==> src/hw/rtl/fcat_pkg.sv <==
`timescale 1ns / 1ps
// ----------------------------------------------------------------------------
// fcat_pkg
// Request/response types and command codes for the compare alarm timer.
// ----------------------------------------------------------------------------
package fcat_pkg;

   localparam int PRESCALE_BITS = 16;
   localparam int FIELD_BITS    = 32;

   typedef enum logic [1:0] {
      CMD_TICK    = 2'd0,
      CMD_SET_REL = 2'd1,
      CMD_SET_ABS = 2'd2,
      CMD_CANCEL  = 2'd3
   } command_type;

   typedef struct packed {
      command_type                   command;
      logic [1:0]                    channel;
      logic signed [FIELD_BITS-1:0]  time_value;
      logic signed [FIELD_BITS-1:0]  alarm_tag;
   } req_type;

   typedef struct packed {
      logic [1:0]                    fired_channel;
      logic signed [FIELD_BITS-1:0]  fired_tag;
      logic [FIELD_BITS-1:0]         fire_count;
   } rsp_type;

endpackage

==> src/hw/rtl/fcat_counter.sv <==
`timescale 1ns / 1ps
// ----------------------------------------------------------------------------
// fcat_counter
// Tick prescaler and free-running microsecond count.
// ----------------------------------------------------------------------------
module fcat_counter #(
   parameter int COUNT_BITS = 32
) (
   input  logic                                  clock,
   input  logic                                  reset,
   input  logic                                  step,
   input  logic                                  is_tick,
   input  logic [fcat_pkg::PRESCALE_BITS-1:0]    prescale_divide,
   output logic                                  advance,
   output logic [COUNT_BITS-1:0]                 count_cur,
   output logic [COUNT_BITS-1:0]                 count_new
);
   import fcat_pkg::*;

   logic [PRESCALE_BITS-1:0] pre_ff, pre_in;
   logic [COUNT_BITS-1:0]    count_ff, count_in;

   // divider lowered below running count still advances on next tick
   assign advance   = is_tick && (pre_ff >= prescale_divide);
   assign count_cur = count_ff;
   assign count_new = advance ? count_ff + 1'b1 : count_ff;

   always_comb begin
      pre_in   = pre_ff;
      count_in = count_ff;
      if (step && is_tick) begin
         pre_in   = advance ? '0 : pre_ff + 1'b1;
         count_in = count_new;
      end
   end

   always_ff @(posedge clock) begin
      if (reset) begin
         pre_ff   <= '0;
         count_ff <= '0;
      end else begin
         pre_ff   <= pre_in;
         count_ff <= count_in;
      end
   end

endmodule

==> src/hw/rtl/fcat_alarms.sv <==
`timescale 1ns / 1ps
// ----------------------------------------------------------------------------
// fcat_alarms
// Alarm bank: arm/cancel, compare on count advance, lowest-channel pick.
// ----------------------------------------------------------------------------
module fcat_alarms #(
   parameter int NUM_ALARMS = 4,
   parameter int COUNT_BITS = 32
) (
   input  logic                                clock,
   input  logic                                reset,
   input  logic                                step,
   input  fcat_pkg::req_type                   req,
   input  logic                                advance,
   input  logic [COUNT_BITS-1:0]               count_cur,
   input  logic [COUNT_BITS-1:0]               count_new,
   output logic                                fire,
   output logic [1:0]                          fire_channel,
   output logic [fcat_pkg::FIELD_BITS-1:0]     fire_tag
);
   import fcat_pkg::*;

   logic [NUM_ALARMS-1:0]   en_ff, en_in, pend_ff, pend_in;
   logic [NUM_ALARMS-1:0]   en_mid, pend_mid;
   logic [COUNT_BITS-1:0]   cmp_ff [NUM_ALARMS];
   logic [COUNT_BITS-1:0]   cmp_in [NUM_ALARMS];
   logic [FIELD_BITS-1:0]   tag_ff [NUM_ALARMS];
   logic [FIELD_BITS-1:0]   tag_in [NUM_ALARMS];
   logic [COUNT_BITS-1:0]   rel_when;
   logic                    is_arm;

   assign rel_when = count_cur + req.time_value[COUNT_BITS-1:0];
   assign is_arm   = (req.command == CMD_SET_REL) || (req.command == CMD_SET_ABS);

   // per-channel state after the command
   always_comb begin
      for (int i = 0; i < NUM_ALARMS; i++) begin
         en_mid[i]   = en_ff[i];
         pend_mid[i] = pend_ff[i];
         cmp_in[i]   = cmp_ff[i];
         tag_in[i]   = tag_ff[i];
         if (req.command == CMD_TICK) begin
            if (advance && (cmp_ff[i] == count_new)) begin
               pend_mid[i] = 1'b1;
            end
         end else if ({30'd0, req.channel} == 32'(i)) begin
            pend_mid[i] = 1'b0;
            en_mid[i]   = is_arm;
            if (is_arm) begin
               cmp_in[i] = (req.command == CMD_SET_REL) ? rel_when
                                                       : req.time_value[COUNT_BITS-1:0];
               tag_in[i] = req.alarm_tag;
            end
         end
      end
   end

   // lowest enabled pending channel fires and is disarmed
   always_comb begin
      fire         = 1'b0;
      fire_channel = '0;
      fire_tag     = '0;
      en_in        = en_mid;
      pend_in      = pend_mid;
      for (int i = 0; i < NUM_ALARMS; i++) begin
         if (!fire && en_mid[i] && pend_mid[i]) begin
            fire         = 1'b1;
            fire_channel = 2'(i);
            fire_tag     = tag_in[i];
            en_in[i]     = 1'b0;
            pend_in[i]   = 1'b0;
         end
      end
   end

   always_ff @(posedge clock) begin
      if (reset) begin
         en_ff   <= '0;
         pend_ff <= '0;
         for (int i = 0; i < NUM_ALARMS; i++) begin
            cmp_ff[i] <= '0;
            tag_ff[i] <= '0;
         end
      end else if (step) begin
         en_ff   <= en_in;
         pend_ff <= pend_in;
         for (int i = 0; i < NUM_ALARMS; i++) begin
            cmp_ff[i] <= cmp_in[i];
            tag_ff[i] <= tag_in[i];
         end
      end
   end

endmodule

==> src/hw/rtl/four_channel_compare_alarm_timer.sv <==
`timescale 1ns / 1ps
// ----------------------------------------------------------------------------
// four_channel_compare_alarm_timer
// Prescaled microsecond counter with one-shot compare alarms.
// ----------------------------------------------------------------------------
//
//   channel | direction | payload            | handshake
//   --------+-----------+--------------------+-----------------------
//   req     | in        | fcat_pkg::req_type | req_valid / req_ready
//   rsp     | out       | fcat_pkg::rsp_type | rsp_valid / rsp_ready
//   csr     | in        | prescale_divide    | csr_valid / csr_ready
//
// One request per clock unless a stalled response holds the input register. A
// request is accepted into the input register, is executed there (count,
// compares, priority pick) and any fired alarm lands in the output register.
// A stalled response blocks the input register only when the request held
// there would fire too; otherwise requests keep flowing.
// Synchronous active-high reset clears the count, prescaler and all alarms.
// ----------------------------------------------------------------------------
module four_channel_compare_alarm_timer #(
   parameter int NUM_ALARMS = 4,
   parameter int COUNT_BITS = 32
) (
   input  logic                               clock,
   input  logic                               reset,
   input  logic                               req_valid,
   output logic                               req_ready,
   input  fcat_pkg::req_type                  req_data,
   output logic                               rsp_valid,
   input  logic                               rsp_ready,
   output fcat_pkg::rsp_type                  rsp_data,
   input  logic                               csr_valid,
   output logic                               csr_ready,
   input  logic [fcat_pkg::PRESCALE_BITS-1:0] csr_data
);
   import fcat_pkg::*;

   // prescale divider register
   logic [PRESCALE_BITS-1:0] divide_ff, divide_in;

   // input register
   logic    s1_valid_ff, s1_valid_in;
   req_type s1_req_ff, s1_req_in;

   // output register
   logic    rsp_valid_ff, rsp_valid_in;
   rsp_type rsp_ff, rsp_in;

   logic                  go;
   logic                  advance;
   logic [COUNT_BITS-1:0] count_cur, count_new;
   logic                  fire;
   logic [1:0]            fire_channel;
   logic [FIELD_BITS-1:0] fire_tag;

   assign csr_ready = 1'b1;
   assign divide_in = csr_valid ? csr_data : divide_ff;

   // execute the held request when its result (if any) has somewhere to go
   assign go        = s1_valid_ff && (!rsp_valid_ff || rsp_ready || !fire);
   assign req_ready = !s1_valid_ff || go;

   always_comb begin
      s1_valid_in = s1_valid_ff;
      s1_req_in   = s1_req_ff;
      if (req_ready) begin
         s1_valid_in = req_valid;
         s1_req_in   = req_data;
      end
   end

   fcat_counter #(
      .COUNT_BITS (COUNT_BITS)
   ) u_counter (
      .clock           (clock),
      .reset           (reset),
      .step            (go),
      .is_tick         (s1_req_ff.command == CMD_TICK),
      .prescale_divide (divide_ff),
      .advance         (advance),
      .count_cur       (count_cur),
      .count_new       (count_new)
   );

   fcat_alarms #(
      .NUM_ALARMS (NUM_ALARMS),
      .COUNT_BITS (COUNT_BITS)
   ) u_alarms (
      .clock        (clock),
      .reset        (reset),
      .step         (go),
      .req          (s1_req_ff),
      .advance      (advance),
      .count_cur    (count_cur),
      .count_new    (count_new),
      .fire         (fire),
      .fire_channel (fire_channel),
      .fire_tag     (fire_tag)
   );

   // response register: load on a firing step, drop when taken
   always_comb begin
      rsp_valid_in = rsp_valid_ff;
      rsp_in       = rsp_ff;
      if (go && fire) begin
         rsp_valid_in         = 1'b1;
         rsp_in.fired_channel = fire_channel;
         rsp_in.fired_tag     = fire_tag;
         rsp_in.fire_count    = 32'(count_new);
      end else if (rsp_ready) begin
         rsp_valid_in = 1'b0;
      end
   end

   assign rsp_valid = rsp_valid_ff;
   assign rsp_data  = rsp_ff;

   always_ff @(posedge clock) begin
      if (reset) begin
         divide_ff    <= '0;
         s1_valid_ff  <= 1'b0;
         rsp_valid_ff <= 1'b0;
      end else begin
         divide_ff    <= divide_in;
         s1_valid_ff  <= s1_valid_in;
         rsp_valid_ff <= rsp_valid_in;
      end
   end

   always_ff @(posedge clock) begin
      s1_req_ff <= s1_req_in;
      rsp_ff    <= rsp_in;
   end

endmodule

==> config.mk <==
export PLATFORM = sky130hd
export DESIGN_NAME = four_channel_compare_alarm_timer
export DESIGN_NICKNAME = d
export VERILOG_FILES = /design/src/hw/rtl/fcat_pkg.sv /design/src/hw/rtl/fcat_counter.sv /design/src/hw/rtl/fcat_alarms.sv /design/src/hw/rtl/four_channel_compare_alarm_timer.sv
export SDC_FILE = /design/constraint.sdc
export NUM_CORES = 1
export LEC_CHECK = 0
export BUFFER_PORTS_ARGS = -buffer_cell sky130_fd_sc_hd__buf_4
export CAP_MARGIN = 10
export CORE_MARGIN = 2
export CORE_UTILIZATION = 60
export DETAILED_ROUTE_END_ITERATION = 10
export PLACE_DENSITY_LB_ADDON = 0.1
export SYNTH_ARGS = -nofsm -noshare
export SYNTH_HDL_FRONTEND = slang
export SYNTH_SLANG_ARGS = --single-unit
export TNS_END_PERCENT = 100
==> constraint.sdc <==
create_clock -name clock -period 12.8 [get_ports clock]
set_input_delay 1.28 -clock clock [delete_from_list [all_inputs] [get_ports clock]]
set_output_delay 1.28 -clock clock [all_outputs]
set_load 0.01 [all_outputs]
==> results_dict.tcl <==
set metrics [dict create \
    slew_headroom 0.2109 \
    mappedNetlistArea_sq_um 25460 \
    gp_congestion 1.005 \
    dp_slack_ps 5350 \
    critPathTopFamily "compound AO/OA/AOI/OAI gates" \
    crit_path_top_delay_cell "a2111oi_0" \
    drt_iter0_markers 2242 \
    setup_violations 0 \
    clockBufferDepth 3 \
    pin_count 158 \
    grt_max_degree 102 \
    ys_ff_latch 464 \
    irDropWorstVdd_uv 123.5 \
    postSynthCellCount 2318 \
    critPathKind "reg -> out" \
    avgSynthCellArea_sq_um 10.98 \
    postCtsResizedCells 0 \
    synth_xor_area_frac 0.05279 \
    io_buffers 156 \
    rsz0062_at_grt "false" \
    final_util 0.6801 \
    antenna_found_initial 1 \
    yosys_warnings 0 \
    fin_crit_ps 8294 \
    via_per_inst 6.826 \
    first_pass_iters 5 \
    cts_hold_buf 0 \
    vias 20420 \
    r2r-end "u_alarms.tag_ff[2][6]$_SDFFCE_PP0P_" \
    routed_wl_um 82890 \
    post_cts_buffers 0 \
    synth.area.top_cells "edfxtp_1 (46%), mux2i_1 (6.6%), dfxtp_1 (5.8%)" \
    synth.top_cell.area_share 0.4600 \
    row_count 75 \
    remaining_drc_errors 0 \
    setup_tns_ps 0 \
    grt_pass1_vias 19530 \
    cp-start-kind "flip-flop" \
    clk-insertion-delay-late_ps 600 \
    worst_slack_ps 4506 \
    outcome "finished, final reports clean" \
    syn2layout_area_growth_pct 12.06 \
    synth_top_family_by_area "simple AND/OR/NAND/NOR gates" \
    path_depth 17 \
    startpoint "u_counter.pre_ff[0]$_SDFFE_PP0P_" \
    antennaDiodeCount 0 \
    cts_inserted_buffers 48 \
    drt.antenna.violating_nets 0 \
    fmax_mhz 120.6 \
    holdPathStages 2 \
    hold_class "reg -> reg" \
    p_leak_nw 10.69 \
    r2r_slack_ps 5020 \
    cts_tree "yes" \
    initial_core_util 0.6069 \
    grt_overflow 0 \
    grt_use_total 0.3751 \
    finalHoldViolCount 0 \
    cp-end-kind "primary output" \
    synthAdderAreaFrac 0.02585 \
    whs_endpoint "u_alarms.pend_ff[0]$_SDFFE_PP0N_" \
    worstRegToRegCells 17 \
    post_drt_wl_per_cell_um 27.70 \
    dieArea_sq_um 44090 \
    path_clk_slew_ps 60 \
    die_x_um 210.0 \
    min_from "u_alarms.pend_ff[0]$_SDFFE_PP0N_" \
    cp.required_ps 11520 \
    worst_pin_slew_ps 1180 \
    path_common_cell "buf_4" \
    ys.flop_type "edfxtp_1" \
    htreeDepth 2 \
    crit_chain "inv_1, ha_1, nand2b_1, a2111o_1, a31oi_4, o21ai_4, buf_4, nand2b_1, xor2_1, a2111oi_0, nand4_1, o41a_1, o211ai_2, or3_1, nand3_4, buf_4, buf_4" \
    worstReg2RegStart "u_counter.pre_ff[0]$_SDFFE_PP0P_" \
    fp.coreArea_sq_um 41950 \
    slew_viol_final 0 \
    synth_simple_gate_area_share 0.1559 \
    synth_compound_area_frac 0.1384 \
    synth_mux_area_frac 0.07087 \
    async_reset_ff_frac 0 \
    cp_num_buf_inv 4 \
    powerDensity_nw_per_um2 122.7 \
    synth_top_area_cell "edfxtp_1" \
    drive_gt1_frac 0.1358 \
    synth_edf_count 390 \
    cp_max_fo 70 \
    syn_nets 2459 \
    maxCapViolCount 0 \
    cts.sinks 464 \
    ys_seq_area_frac 0.5182 \
    ys_types 103 \
    critPathMaxStageDelay_ps 840 \
    skew_ps 17.38 \
    die_h_um 210.0 \
    cp.arrival_ps 7010 \
    nets 2555 \
    dp_hpwl_um 57860 \
    cts_root_buf "clkbuf_16" \
    fin_crit_sh 0.6479 \
    grt_pass1_wl_um 123300 \
]
[kinds of logic after synthesis]
kind of cell,Yosys count
DFF,464
muxes,179
and+or+nand+nor,809
adders and majority gates,52
xor gates and xnor gates,135
AOI/OAI and AO/OA,464
other,1
buffers and inverters,214
[worst max-delay path by stage]
stage / endpoint / slack [ps]
global route: req_ready / 4320
detailed placement: u_alarms.tag_ff[2][3]$_SDFFCE_PP0P_ / 5350
finish: req_ready / 4510
floorplan: u_alarms.tag_ff[0][0]$_SDFFCE_PP0P_ / 5740
CTS: req_ready / 4670
global placement: req_ready / 5260
[power by group]
group	total (W)	internal (W)	switching, W
sequential	0.00177	0.00172	0.0000496
combinational	0.000316	0.000107	0.000209
clock	0.00141	0.000795	0.000616
[synthesized netlist by cell type (all sizes together), types with 42 or more instances]
cell    instances
ha             51
nand2         121
xor2           46
dfxtp          74
nand3          73
clkbuf         82
nand4          45
mux2i         169
xnor2          78
o221ai         42
o21ai          61
edfxtp        390
buf            66
nor3           55
nor2          325
inv            64
a21oi          93
[cell usage in the layout (no fill, tap or decap), drive strengths merged, types with 17 or more instances in the layout]
cell     instances
edfxtp         390
nor2           325
buf            194
mux2i          169
nand2          121
a21oi           93
xnor2           78
dfxtp           74
nand3           73
inv             67
o21ai           61
clkbuf          58
nor3            55
ha              51
xor2            46
nand4           45
o221ai          42
o22a            33
and3            31
nand2b          25
nor2b           24
clkinv          23
nor4            20
or3             19
o2111ai         19
o31ai           19
a21o            18
a2111oi         18
o211ai          18
and2            17
[through the flow]
stage               std cells  total power (W)  hold WS [ps]  area, sq um
finish                   2992         0.003499         456.2        28530
global route             2992         0.003591         489.1        28530
CTS                      2992         0.003502         459.3        28530
detailed placement       2903         0.002109         451.7        26950
global placement         2902         0.002098         438.1        26940
floorplan                2318         0.001991         427.3        25460
[worst reg2reg max path: cells and delay by family (launching register included)]
family | cells | cell delay, ps
xor gates and xnor gates | 1 | 430
AOI/OAI and AO/OA | 7 | 3070
and+or+nand+nor | 4 | 1560
adders and majority gates | 1 | 280
DFF | 1 | 360
buffers and inverters | 4 | 1590
[layout make-up]
| class | count | area (sq um) |
|---|---|---|
| Multi-Input combinational cell | 1640 | 11380 |
| Inverter | 66 | 247.7 |
| Tap cell | 539 | 674.4 |
| Timing Repair Buffer | 194 | 1454 |
| Fill cell | 3068 | 13420 |
| Clock inverter | 31 | 309.0 |
| Sequential cell | 464 | 13190 |
| Clock buffer | 58 | 1269 |
[flip-flops by register name, indices dropped and copies added, names as in the netlist]
name and flops:
s1_valid_ff 1, rsp_valid 1, u_counter.pre_ff 16, divide_ff 16, u_alarms.en_ff 4, u_alarms.cmp_ff 128, rsp_data 66, s1_req_ff 68
u_counter.count_cur 32, u_alarms.pend_ff 4, u_alarms.tag_ff 128
[metal layers]
layer | vias up | share of wire | GRT usage
met5 | - | 0 | 0
met4 | 0 | 0.052 | 0.1807
met3 | 215 | 0.096 | 0.06287
met2 | 1197 | 0.45 | 0.5836
met1 | 10020 | 0.40 | 0.5168
li1 | 8994 | - | -
(Power assumes the default switching activity.)
